$ cat src/design/bcev_pkg.sv
package bcev_pkg;

  // Combined word: raw buttons below, ten virtual bits above
  localparam int WORD_BITS        = 22;
  localparam int VIRT_BITS        = 10;
  localparam int RAW_WIDTH        = 12;
  localparam int AXIS_WIDTH       = 16;
  localparam int HAT_WIDTH        = 10;
  localparam int THR_WIDTH        = 15;
  localparam int NUM_WIDTH        = 5;
  localparam int IN_TDATA_WIDTH   = 88;
  localparam int OUT_TDATA_WIDTH  = 8;
  localparam int CFG_DATA_WIDTH   = 15;

  localparam int RAW_BUTTONS_DFLT = 12;
  localparam int QUEUE_DEPTH_DFLT = 2;

  // Configuration register indexes
  localparam logic REG_AXIS_THRESHOLD = 1'b0;
  localparam logic REG_EVENTS_ENABLE  = 1'b1;

  localparam logic [THR_WIDTH-1:0] THR_RESET = 15'd16384;

  // Hat angles in degrees
  localparam logic signed [HAT_WIDTH-1:0] HAT_N  = 10'sd0;
  localparam logic signed [HAT_WIDTH-1:0] HAT_NE = 10'sd45;
  localparam logic signed [HAT_WIDTH-1:0] HAT_E  = 10'sd90;
  localparam logic signed [HAT_WIDTH-1:0] HAT_SE = 10'sd135;
  localparam logic signed [HAT_WIDTH-1:0] HAT_S  = 10'sd180;
  localparam logic signed [HAT_WIDTH-1:0] HAT_SW = 10'sd225;
  localparam logic signed [HAT_WIDTH-1:0] HAT_W  = 10'sd270;
  localparam logic signed [HAT_WIDTH-1:0] HAT_NW = 10'sd315;

  // One queued sample: bits that changed and the new word
  typedef struct packed {
    logic [WORD_BITS-1:0] changed;
    logic [WORD_BITS-1:0] cur;
  } bcev_entry_t;

endpackage

$ cat src/design/button_change_event_generator_unit.sv
// Gamepad change-event generator. Each input word is one gamepad sample; the
// front end updates the axis and hat latches, builds the 22-bit combined word
// and compares it with the previous one in the cycle the word is accepted. A
// sample with changed bits (and events enabled) enters a queue of
// QUEUE_DEPTH entries; the input is ready whenever the queue has room. The
// back end emits one event per changed bit, lowest bit first, one per clock
// while out_tready allows, so a sample with N changed bits gives N events (up
// to 22); this event walk sets the sustained rate. Results go out through a
// registered output stage. Writes to the configuration port take effect on
// the next word.
module button_change_event_generator_unit import bcev_pkg::*; #(
  parameter int RAW_BUTTONS = RAW_BUTTONS_DFLT,
  parameter int QUEUE_DEPTH = QUEUE_DEPTH_DFLT
) (
  input  logic                        clk,
  input  logic                        rst_n,
  input  logic                        in_tvalid,
  output logic                        in_tready,
  // raw_buttons[11:0], left_x[27:12], left_y[43:28], right_x[59:44],
  // right_y[75:60], hat_angle[85:76], zero pad
  input  logic [IN_TDATA_WIDTH-1:0]   in_tdata,
  output logic                        out_tvalid,
  input  logic                        out_tready,
  // button_number[4:0], pressed[5], zero pad
  output logic [OUT_TDATA_WIDTH-1:0]  out_tdata,
  output logic                        out_tlast,
  input  logic                        cfg_we,
  input  logic                        cfg_index,
  input  logic [CFG_DATA_WIDTH-1:0]   cfg_wdata
);

  bcev_entry_t push_entry, head;
  logic        push, pop, empty, full;

  bcev_front #(
    .RAW_BUTTONS(RAW_BUTTONS)
  ) u_front (
    .clk       (clk),
    .rst_n     (rst_n),
    .in_tvalid (in_tvalid),
    .in_tready (in_tready),
    .in_tdata  (in_tdata),
    .cfg_we    (cfg_we),
    .cfg_index (cfg_index),
    .cfg_wdata (cfg_wdata),
    .q_full    (full),
    .q_push    (push),
    .q_entry   (push_entry)
  );

  bcev_queue #(
    .DEPTH(QUEUE_DEPTH)
  ) u_queue (
    .clk        (clk),
    .rst_n      (rst_n),
    .push       (push),
    .push_entry (push_entry),
    .pop        (pop),
    .head       (head),
    .empty      (empty),
    .full       (full)
  );

  bcev_back u_back (
    .clk        (clk),
    .rst_n      (rst_n),
    .q_head     (head),
    .q_empty    (empty),
    .q_pop      (pop),
    .out_tvalid (out_tvalid),
    .out_tready (out_tready),
    .out_tdata  (out_tdata),
    .out_tlast  (out_tlast)
  );

endmodule

$ cat src/design/bcev_front.sv
module bcev_front import bcev_pkg::*; #(
  parameter int RAW_BUTTONS = RAW_BUTTONS_DFLT
) (
  input  logic                       clk,
  input  logic                       rst_n,
  input  logic                       in_tvalid,
  output logic                       in_tready,
  input  logic [IN_TDATA_WIDTH-1:0]  in_tdata,
  input  logic                       cfg_we,
  input  logic                       cfg_index,
  input  logic [CFG_DATA_WIDTH-1:0]  cfg_wdata,
  input  logic                       q_full,
  output logic                       q_push,
  output bcev_entry_t                q_entry
);

  localparam logic [31:0] RAW_MASK = (32'd1 << RAW_BUTTONS) - 32'd1;

  logic [THR_WIDTH-1:0] thr_r;
  logic                 ena_r;
  logic [WORD_BITS-1:0] prev_r, prev_nxt;
  logic [3:0]           axis_r, axis_nxt;
  logic [1:0]           hat_r, hat_nxt;

  logic [RAW_WIDTH-1:0]          raw;
  logic signed [AXIS_WIDTH-1:0]  lx_in, ly_in, rx_in, ry_in;
  logic signed [HAT_WIDTH-1:0]   hat;
  logic signed [AXIS_WIDTH:0]    lx, ly, rx, ry, thr_p, thr_m;
  logic                          up, down, left, right;
  logic [VIRT_BITS-1:0]          virt;
  logic [31:0]                   wide;
  logic [WORD_BITS-1:0]          cur, changed;
  logic                          accept;

  function automatic logic latch_next(input logic cur_bit,
                                      input logic signed [AXIS_WIDTH:0] pos,
                                      input logic signed [AXIS_WIDTH:0] hi,
                                      input logic signed [AXIS_WIDTH:0] lo);
    logic r;
    r = cur_bit;
    if (pos > hi) begin
      r = 1'b1;
    end else if (pos < lo) begin
      r = 1'b0;
    end
    return r;
  endfunction

  // Unpack the word, Y axes negated one bit wider
  always_comb begin
    raw   = in_tdata[11:0];
    lx_in = in_tdata[27:12];
    ly_in = in_tdata[43:28];
    rx_in = in_tdata[59:44];
    ry_in = in_tdata[75:60];
    hat   = in_tdata[85:76];
    lx    = (AXIS_WIDTH+1)'(lx_in);
    ly    = -((AXIS_WIDTH+1)'(ly_in));
    rx    = (AXIS_WIDTH+1)'(rx_in);
    ry    = -((AXIS_WIDTH+1)'(ry_in));
    thr_p = signed'({2'b00, thr_r});
    thr_m = -thr_p;
  end

  // Decode hat directions and update latches
  always_comb begin
    up    = (hat == HAT_N)  || (hat == HAT_NW) || (hat == HAT_NE);
    down  = (hat == HAT_S)  || (hat == HAT_SW) || (hat == HAT_SE);
    left  = (hat == HAT_W)  || (hat == HAT_NW) || (hat == HAT_SW);
    right = (hat == HAT_E)  || (hat == HAT_SE) || (hat == HAT_NE);

    axis_nxt[0] = latch_next(axis_r[0], lx, thr_p, thr_m);
    axis_nxt[1] = latch_next(axis_r[1], ly, thr_p, thr_m);
    axis_nxt[2] = latch_next(axis_r[2], rx, thr_p, thr_m);
    axis_nxt[3] = latch_next(axis_r[3], ry, thr_p, thr_m);

    hat_nxt = hat_r;
    if (right) begin
      hat_nxt[0] = 1'b1;
    end else if (left) begin
      hat_nxt[0] = 1'b0;
    end
    if (up) begin
      hat_nxt[1] = 1'b1;
    end else if (down) begin
      hat_nxt[1] = 1'b0;
    end

    virt    = {right, left, down, up, hat_nxt, axis_nxt};
    wide    = (32'(raw) & RAW_MASK) | (32'(virt) << RAW_BUTTONS);
    cur     = wide[WORD_BITS-1:0];
    changed = prev_r ^ cur;
    prev_nxt = cur;
  end

  assign in_tready = !q_full;
  assign accept    = in_tvalid && in_tready;

  // Queue only samples that produce events
  assign q_push          = accept && ena_r && (changed != '0);
  assign q_entry.changed = changed;
  assign q_entry.cur     = cur;

  // Hold configuration
  always_ff @(posedge clk) begin
    if (!rst_n) begin
      thr_r <= THR_RESET;
      ena_r <= 1'b1;
    end else if (cfg_we) begin
      case (cfg_index)
        REG_AXIS_THRESHOLD: thr_r <= cfg_wdata[THR_WIDTH-1:0];
        REG_EVENTS_ENABLE:  ena_r <= cfg_wdata[0];
        default: ;
      endcase
    end
  end

  // Advance tracked state on every accepted word
  always_ff @(posedge clk) begin
    if (!rst_n) begin
      prev_r <= '0;
      axis_r <= '0;
      hat_r  <= '0;
    end else if (accept) begin
      prev_r <= prev_nxt;
      axis_r <= axis_nxt;
      hat_r  <= hat_nxt;
    end
  end

endmodule

$ cat src/design/bcev_queue.sv
module bcev_queue import bcev_pkg::*; #(
  parameter int DEPTH = QUEUE_DEPTH_DFLT
) (
  input  logic        clk,
  input  logic        rst_n,
  input  logic        push,
  input  bcev_entry_t push_entry,
  input  logic        pop,
  output bcev_entry_t head,
  output logic        empty,
  output logic        full
);

  localparam int PTR_W = (DEPTH > 1) ? $clog2(DEPTH) : 1;
  localparam int CNT_W = $clog2(DEPTH + 1);

  bcev_entry_t       mem_r [DEPTH];
  logic [PTR_W-1:0]  wr_ptr_r, rd_ptr_r;
  logic [CNT_W-1:0]  count_r;

  assign empty = (count_r == '0);
  assign full  = (count_r == CNT_W'(DEPTH));
  assign head  = mem_r[rd_ptr_r];

  // Store pushed entries
  always_ff @(posedge clk) begin
    if (push) begin
      mem_r[wr_ptr_r] <= push_entry;
    end
  end

  // Advance pointers and count
  always_ff @(posedge clk) begin
    if (!rst_n) begin
      wr_ptr_r <= '0;
      rd_ptr_r <= '0;
      count_r  <= '0;
    end else begin
      if (push) begin
        wr_ptr_r <= (wr_ptr_r == PTR_W'(DEPTH - 1)) ? '0 : wr_ptr_r + 1'b1;
      end
      if (pop) begin
        rd_ptr_r <= (rd_ptr_r == PTR_W'(DEPTH - 1)) ? '0 : rd_ptr_r + 1'b1;
      end
      if (push && !pop) begin
        count_r <= count_r + 1'b1;
      end else if (pop && !push) begin
        count_r <= count_r - 1'b1;
      end
    end
  end

endmodule

$ cat src/design/bcev_back.sv
module bcev_back import bcev_pkg::*; (
  input  logic                        clk,
  input  logic                        rst_n,
  input  bcev_entry_t                 q_head,
  input  logic                        q_empty,
  output logic                        q_pop,
  output logic                        out_tvalid,
  input  logic                        out_tready,
  output logic [OUT_TDATA_WIDTH-1:0]  out_tdata,
  output logic                        out_tlast
);

  logic                 busy_r;
  logic [WORD_BITS-1:0] mask_r, cur_r;
  logic                 vld_r;
  logic [NUM_WIDTH-1:0] num_r;
  logic                 prs_r, lst_r;

  logic [NUM_WIDTH-1:0] lo_idx;
  logic [WORD_BITS-1:0] rem;
  logic                 emit, last;

  // Find the lowest pending bit
  always_comb begin
    lo_idx = '0;
    for (int i = WORD_BITS - 1; i >= 0; i--) begin
      if (mask_r[i]) begin
        lo_idx = NUM_WIDTH'(i);
      end
    end
    rem  = mask_r & ~(WORD_BITS'(1) << lo_idx);
    last = (rem == '0);
    emit = busy_r && (!vld_r || out_tready);
    q_pop = !q_empty && (!busy_r || (emit && last));
  end

  // Walk the changed bits of one word
  always_ff @(posedge clk) begin
    if (!rst_n) begin
      busy_r <= 1'b0;
    end else if (q_pop) begin
      busy_r <= 1'b1;
    end else if (emit && last) begin
      busy_r <= 1'b0;
    end
  end

  always_ff @(posedge clk) begin
    if (q_pop) begin
      mask_r <= q_head.changed;
      cur_r  <= q_head.cur;
    end else if (emit) begin
      mask_r <= rem;
    end
  end

  // Hold the event until taken
  always_ff @(posedge clk) begin
    if (!rst_n) begin
      vld_r <= 1'b0;
    end else if (emit) begin
      vld_r <= 1'b1;
    end else if (out_tready) begin
      vld_r <= 1'b0;
    end
  end

  always_ff @(posedge clk) begin
    if (emit) begin
      num_r <= lo_idx + 1'b1;
      prs_r <= cur_r[lo_idx];
      lst_r <= last;
    end
  end

  assign out_tvalid = vld_r;
  assign out_tdata  = {2'b00, prs_r, num_r};
  assign out_tlast  = lst_r;

endmodule

$ cat config.mk
export PLATFORM = sky130hd
export DESIGN_NAME = button_change_event_generator_unit
export DESIGN_NICKNAME = d
export VERILOG_FILES = /design/src/design/bcev_pkg.sv /design/src/design/button_change_event_generator_unit.sv /design/src/design/bcev_front.sv /design/src/design/bcev_queue.sv /design/src/design/bcev_back.sv
export SDC_FILE = /design/constraint.sdc
export NUM_CORES = 1
export LEC_CHECK = 0
export ABC_AREA = 1
export BUFFER_PORTS_ARGS = -buffer_cell sky130_fd_sc_hd__buf_2
export CAP_MARGIN = 20
export CORE_ASPECT_RATIO = 1.75
export CORE_UTILIZATION = 41
export CTS_BUF_LIST = sky130_fd_sc_hd__clkbuf_8 sky130_fd_sc_hd__clkbuf_16
export CTS_CLUSTER_SIZE = 25
export DETAILED_ROUTE_END_ITERATION = 8
export PLACE_DENSITY = 0.62
export RECOVER_POWER = 100
export REMOVE_ABC_BUFFERS = 1
export SKIP_LAST_GASP = 1
export SYNTH_ARGS = -nofsm -noshare
export SYNTH_HDL_FRONTEND = slang
export SYNTH_HIERARCHICAL = 1
export SYNTH_SLANG_ARGS = --single-unit
$ cat constraint.sdc
create_clock -name clk -period 6.2 [get_ports clk]
set_input_delay 0.62 -clock clk [delete_from_list [all_inputs] [get_ports clk]]
set_output_delay 0.62 -clock clk [all_outputs]
set_load 0.05 [all_outputs]
==> impl_metrics.env, run 1 <==
export IMPL_status="finished, violations left"
export IMPL_violations="max-capacitance violations, max-slew violations"
export IMPL_final_max_slew_viol_count=80
export IMPL_cts_setup_buffers=0
export IMPL_drc=0
export IMPL_final_std_cell_area_no_fill_sq_um=13800
export IMPL_dr_total_vias=9940
export IMPL_hold_class="input port to flip-flop"
export IMPL_grt_util_overall=0.223
export IMPL_place_detailed_hpwl_microns=26800
export IMPL_place_area_sq_um=13400
export IMPL_synth_seq_area_share=0.406
export IMPL_worst_slew_pin_transition_ns=2.99
export IMPL_fin_nets=1791
export IMPL_postSynthCellCount=1454
export IMPL_clock_path_buffers=2
export IMPL_synth_avg_cell_area_sq_um=8.60
export IMPL_final_hold_violation_count=0
export IMPL_power_ir_vdd_worst_uv=262
export IMPL_data_required_time_of_the_worst_path_ns=6.28
export IMPL_cellPowerDensity_nw_per_um2=350
export IMPL_setup_violations=0
export IMPL_area_delta_synth_final_pct=10.5
export IMPL_first_pass_grt_wire_length_microns=52000
export IMPL_synthesis_area_sq_um=12500
export IMPL_grt_antenna_before_repair=4
export IMPL_grt_pass1_vias=10200
export IMPL_fp_rows=84
export IMPL_setup_worst_path_start="u_front/thr_r[1]"
export IMPL_clkSlewWorstSetupHoldPaths_ns=0.07
export IMPL_fillCellCount=3073
export IMPL_timing_final_ws_setup_ns=0.888
export IMPL_worst_ep_arrival_time_ns=5.39
export IMPL_die_area_sq_um=31200
export IMPL_cts_buffers_inserted=17
export IMPL_crit_fanout=41
export IMPL_synth_area_leader_cell="sky130_fd_sc_hd__edfxtp_1"
export IMPL_drive_gt1_frac=0.123
export IMPL_cts_hold_buffers_added=0
export IMPL_synth_top_cell_area_share=0.334
export IMPL_ys_warnings_count=6
export IMPL_timing_slew_headroom=-0.993
export IMPL_port_buffers=115
export IMPL_place_gp_congestion=0.940
export IMPL_regArea_sq_um=5080
export IMPL_critPathCaptureType="flip-flop"
export IMPL_antenna_left=0
export IMPL_cts_root_buffer="sky130_fd_sc_hd__clkbuf_16"
export IMPL_core_area_sq_um=30100
export IMPL_die_width_microns=134
export IMPL_drtIter0Drc=438
export IMPL_critical_path_startpoint_type="flip-flop"
export IMPL_grt_overflow_total=0
export IMPL_post_cts_resized_instances=0
export IMPL_detail_route_wirelength_microns=33000
export IMPL_htree_num_levels=4
export IMPL_ys_top_cells_by_area="sky130_fd_sc_hd__edfxtp_1 33%, sky130_fd_sc_hd__ha_1 12%, sky130_fd_sc_hd__nand2_1 9.6%"
export IMPL_hold_path_startpoint="cfg_wdata[14]"
export IMPL_place_worst_setup_slack_ns=1.19
export IMPL_tritoncts_num_sinks=184
export IMPL_power_static_leakage_uw=0.00642
export IMPL_start_util=0.416
export IMPL_post_synth_num_cell_types=51
export IMPL_multi_input_area_sq_um=6250
export IMPL_detailedRoute_firstPassIterationCount=5
export IMPL_ios=120
export IMPL_period_share=0.857
export IMPL_reg2reg_from="u_front/thr_r[1]"
export IMPL_number_of_vias_per_cell=5.06
export IMPL_ys_ff_latch=184
export IMPL_setup_tns_ns=0
export IMPL_max_cap_violations=2
export IMPL_clock_insertion_delay_worst_skew_ns=0.44
export IMPL_period_needed_ns=5.31
export IMPL_grt_start_max_net_pins=59
export IMPL_tritoncts="built"
export IMPL_clock_fmax_mhz=188
export IMPL_dieHeight_microns=233
export IMPL_timing_worst_setup_path_type="flip-flop to flip-flop"
export IMPL_finClkSkew_ns=0.00784
export IMPL_rsz0062_at_grt="no"
export IMPL_routed_wire_length_per_instance_microns=16.8
-- final timing paths --
path                               to  slack, ns  cells after the start
setup / recovery  u_queue/mem_r[1][0]       0.89                     25
setup reg to reg  u_queue/mem_r[1][0]       0.89                     25
hold reg to reg    u_front/prev_r[19]       0.48                      2
hold / removal      u_front/thr_r[14]       0.40                      3
-- critical path: stages (launching register included) --
cell and delay (ns):
sky130_fd_sc_hd__dfxtp_1 0.30, sky130_fd_sc_hd__inv_1 0.31, sky130_fd_sc_hd__ha_1 0.27, sky130_fd_sc_hd__nand2_1 0.10
sky130_fd_sc_hd__nor2_1 0.34, sky130_fd_sc_hd__nand3_1 0.14, sky130_fd_sc_hd__xor2_1 0.64, sky130_fd_sc_hd__ha_1 0.38
sky130_fd_sc_hd__nand2_1 0.09, sky130_fd_sc_hd__nor2_1 0.05, sky130_fd_sc_hd__a211oi_1 0.19, sky130_fd_sc_hd__nand3b_1 0.12
sky130_fd_sc_hd__nand3b_1 0.10, sky130_fd_sc_hd__nand2_1 0.05, sky130_fd_sc_hd__inv_1 0.06, sky130_fd_sc_hd__nand3_1 0.09
sky130_fd_sc_hd__nand3_1 0.12, sky130_fd_sc_hd__nand2_1 0.12, sky130_fd_sc_hd__nand2_1 0.08, sky130_fd_sc_hd__nand2_1 0.11
sky130_fd_sc_hd__nand2_1 0.10, sky130_fd_sc_hd__nor2_1 0.04, sky130_fd_sc_hd__nor2_1 0.27, sky130_fd_sc_hd__nand2_1 0.12
sky130_fd_sc_hd__inv_1 0.14, sky130_fd_sc_hd__clkbuf_4 0.56
-- registers in the layout, indices dropped and copies added (netlist names), 2 cells and up, named ones only --
signal and count:
u_front/prev_r 22, u_queue/mem_r 88, u_back/num_r 5, u_front/thr_r 15
u_queue/count_r 2, u_back/mask_r 22, u_back/cur_r 22
-- per-stage QoR --
step                      hold WS, ns  power [uW]   util  instances
after detailed placement        0.469        3840  0.445       1928
after global placement          0.467        3800  0.445       1928
after CTS                       0.376        4940  0.464       1960
after global routing            0.378        5180  0.459       1961
final                           0.400        4830  0.459       1963
after floorplan                 0.429        3230      -       1416
-- placed cells by master (no fill, tap or decap), drive strengths merged, types with 2 or more instances in the layout --
cell type | netlist | layout
nand3 | 94 | 94
clkinv | 3 | 6
o21a | 2 | 2
a21o | 3 | 3
xnor2 | 6 | 6
nor3 | 23 | 23
a31oi | 6 | 6
o21ai | 83 | 83
bufinv | 0 | 2
xor2 | 38 | 38
nor2 | 141 | 141
clkbuf | 9 | 44
nand2 | 328 | 328
nor4 | 10 | 10
or2 | 2 | 2
dfxtp | 45 | 45
diode | 0 | 3
buf | 30 | 98
inv | 200 | 208
nand3b | 8 | 8
o2111ai | 2 | 2
nand4 | 26 | 26
clkinvlp | 0 | 2
ha | 122 | 122
o211ai | 3 | 3
o21bai | 3 | 3
mux2 | 44 | 44
a211oi | 5 | 5
a21oi | 71 | 71
conb | 1 | 2
edfxtp | 139 | 139
-- metal layers --
| layer | up-vias | track usage | routed length, microns |
|---|---|---|---|
| met3 | 96 | 0.0401 | 1160 |
| met1 | 4528 | 0.195 | 11100 |
| li1 | 5095 | - | - |
| met5 | - | 0 | 20 |
| met2 | 217 | 0.443 | 18500 |
| met4 | 4 | 0.159 | 2270 |
-- synth_stat cells (all sizes together) --
cell	number
o41ai	1
or2	2
buf	30
dfxtp	45
nor3	23
or3	1
nand4	26
inv	200
a211oi	5
a2111oi	1
o21ai	83
nor2	141
clkinv	3
o211ai	3
nand3b	8
a31oi	6
o32ai	1
o31ai	1
mux2	44
nand2	328
conb	1
o21a	2
edfxtp	139
ha	122
o21bai	3
o2111ai	2
a21o	3
a221oi	1
clkbuf	9
nor4	10
xor2	38
a21boi	1
a21oi	71
xnor2	6
nand3	94
-- report_power, final --
group	leakage, uW	switching, uW	total (uW)	internal (uW)
Sequential	0.00169	120	1870	1750
Clock	0.000286	485	1090	602
Combinational	0.00444	1240	1880	635
-- layout make-up --
cell class / count / area share
antenna: 3 / 0.000544
inverter: 203 / 0.0552
tap: 387 / 0.0351
clock buffer: 17 / 0.0308
timing repair buffer: 125 / 0.0461
clock inverter: 15 / 0.0119
multi-input combinational: 1029 / 0.453
sequential: 184 / 0.368
-- logic make-up after synthesis --
| family | share of synthesized area |
|---|---|
| and+or+nand+nor | 0.222 |
| buffers and inverters | 0.0864 |
| AOI/OAI and AO/OA | 0.0806 |
| DFF | 0.406 |
| adders and majority gates | 0.122 |
| xor gates and xnor gates | 0.0308 |
| muxes | 0.0517 |
| other | 0.000300 |
No activity file was read; power rests on OpenSTA's default activity.
==> run 2, diff against run 1 <==
- MAX_ROUTING_LAYER: unset -> met4
==> run 2 against run 1 <==
The flow still finishes with violations (max-capacitance violations, max-slew violations). Critical path type unchanged. Highest routed layer is now met4. Critical path depth rose by 15. Core utilization rose by 0.091 points. Clock-buffer cell count did not move. Largest power group unchanged. Sequential cell count did not move. Register-to-register slack improved by 0.21 ns. Via count rose by 1.3%. Hold slack improved by 0.023 ns. Total power barely moved. Routed wire length rose by 0.29%. Largest cell class unchanged. Combinational power barely moved. Global-route usage rose by 0.35 points. Worst setup slack improved by 0.21 ns.
==> impl_metrics.env, run 2 (synthesis gave the netlist of run 1 again) <==
export IMPL_status="finished, violations left"
export IMPL_violations="max-capacitance violations, max-slew violations"
export IMPL_largest_register="u_queue/mem_r"
export IMPL_fin_util=0.460
export IMPL_fin_nets=1792
export IMPL_critical_path_startpoint_type="flip-flop"
export IMPL_max_cap_violations=2
export IMPL_power_ir_vdd_worst_uv=292
export IMPL_fillCellCount=3084
export IMPL_finClkSkew_ns=0.00914
export IMPL_critPathMostFrequentCell="sky130_fd_sc_hd__nand2_1"
export IMPL_cts_hold_buffers_added=0
export IMPL_clock_insertion_delay_worst_skew_ns=0.44
export IMPL_fp_rows=84
export IMPL_tritoncts="built"
export IMPL_timing_worst_setup_path_type="flip-flop to flip-flop"
export IMPL_dr_total_vias=10100
export IMPL_post_cts_resized_instances=0
export IMPL_critical_path_slowest_cell="sky130_fd_sc_hd__edfxtp_1"
export IMPL_hold_class="input port to flip-flop"
export IMPL_start_util=0.416
export IMPL_clock_path_buffers=2
export IMPL_detail_route_wirelength_microns=33100
export IMPL_power_static_leakage_uw=0.00643
export IMPL_routed_wire_length_per_instance_microns=16.8
export IMPL_final_max_slew_viol_count=80
export IMPL_cts_buffers_inserted=17
export IMPL_drive_gt1_frac=0.123
export IMPL_die_area_sq_um=31200
export IMPL_largest_register_ff_count=88
export IMPL_cellPowerDensity_nw_per_um2=349
export IMPL_port_buffers=115
export IMPL_period_share=0.823
export IMPL_place_gp_congestion=0.944
export IMPL_worst_ep_arrival_time_ns=5.48
export IMPL_antenna_left=0
export IMPL_final_hold_violation_count=0
export IMPL_place_worst_setup_slack_ns=1.31
export IMPL_setup_tns_ns=0
export IMPL_min_path_cells=3
export IMPL_place_area_sq_um=13400
export IMPL_tritoncts_num_sinks=184
export IMPL_die_width_microns=134
export IMPL_rsz0062_at_grt="no"
export IMPL_worst_slew_pin_transition_ns=3.03
export IMPL_dieHeight_microns=233
export IMPL_detailedRoute_firstPassIterationCount=5
export IMPL_number_of_vias_per_cell=5.12
export IMPL_grt_start_max_net_pins=59
export IMPL_timing_slew_headroom=-1.02
export IMPL_first_pass_grt_wire_length_microns=51100
export IMPL_r2r_worst_path_cells=40
export IMPL_drc=0
export IMPL_cts_setup_buffers=0
export IMPL_clock_fmax_mhz=196
export IMPL_core_area_sq_um=30100
export IMPL_drtIter0Drc=475
export IMPL_grt_overflow_total=0
export IMPL_timing_final_ws_setup_ns=1.09
export IMPL_final_std_cell_area_no_fill_sq_um=13800
export IMPL_most_common_library_cell_in_the_layout_ignoring_fill_and_taps="sky130_fd_sc_hd__nand2_1"
export IMPL_layoutNonFillerInstCount=1969
export IMPL_crit_fanout=15
export IMPL_final_cell_mix="322 x sky130_fd_sc_hd__nand2_1, 189 x sky130_fd_sc_hd__inv_1, 139 x sky130_fd_sc_hd__edfxtp_1, 128 x sky130_fd_sc_hd__nor2_1, 122 x sky130_fd_sc_hd__ha_1"
export IMPL_data_required_time_of_the_worst_path_ns=6.58
export IMPL_cts_root_buffer="sky130_fd_sc_hd__clkbuf_16"
export IMPL_clkSlewWorstSetupHoldPaths_ns=0.07
export IMPL_grt_util_overall=0.226
export IMPL_setup_violations=0
export IMPL_place_inst=1929
export IMPL_place_detailed_hpwl_microns=27000
export IMPL_period_needed_ns=5.11
export IMPL_ios=120
export IMPL_grt_pass1_vias=9978
export IMPL_multi_input_area_sq_um=6250
export IMPL_critPathMaxStageDelay_ns=0.41
export IMPL_area_delta_synth_final_pct=10.7
export IMPL_grt_antenna_before_repair=7
export IMPL_htree_num_levels=4
export IMPL_critPathCaptureType="flip-flop"
export IMPL_regArea_sq_um=5080
[run 2: worst paths after layout]
kind | from | endpoint | slack [ns]
min | cfg_wdata[14] | u_front/thr_r[14] | 0.42
max | u_back/mask_r[19] | u_queue/count_r[1] | 1.09
min reg2reg | u_front/prev_r[20] | u_front/prev_r[20] | 0.48
max reg2reg | u_back/mask_r[19] | u_queue/count_r[1] | 1.09
[run 2: critical path: cells and delay by family, from the launching register on]
family                     cells  cell delay, ns
AOI/OAI and AO/OA              1            0.25
adders and majority gates      2            0.55
buffers and inverters          6            0.81
DFF                            1            0.41
and+or+nand+nor               31            3.00
[run 2: layout make-up]
cell class              instances  area share
diodes                          8     0.00145
clock buffers                  17      0.0307
clock inverters                15      0.0122
inverters                     203      0.0551
multi-input cells            1029       0.451
flip-flops and latches        184       0.367
well taps                     387      0.0350
repair buffers                126      0.0473
[run 2: where the power goes]
part | internal (uW) | switching, uW
Clock | 603 | 484
Sequential | 1750 | 116
Combinational | 635 | 1250
Total | 2980 | 1850
[run 2: through the flow]
stage | power [uW] | hold WS, ns
finish | 4830 | 0.423
global route | 5150 | 0.417
CTS | 4940 | 0.385
detailed placement | 3840 | 0.468
global placement | 3800 | 0.464
floorplan | 3230 | 0.429
[run 2: routing by layer]
metal / wire length [microns] / share of wire / track usage / vias to the layer above
met5: 0 / 0 / - / -
met4: 2300 / 0.069 / 0.156 / 0
met3: 1130 / 0.034 / 0.0381 / 88
met2: 18400 / 0.55 / 0.439 / 250
met1: 11300 / 0.34 / 0.192 / 4614
li1: - / - / - / 5120
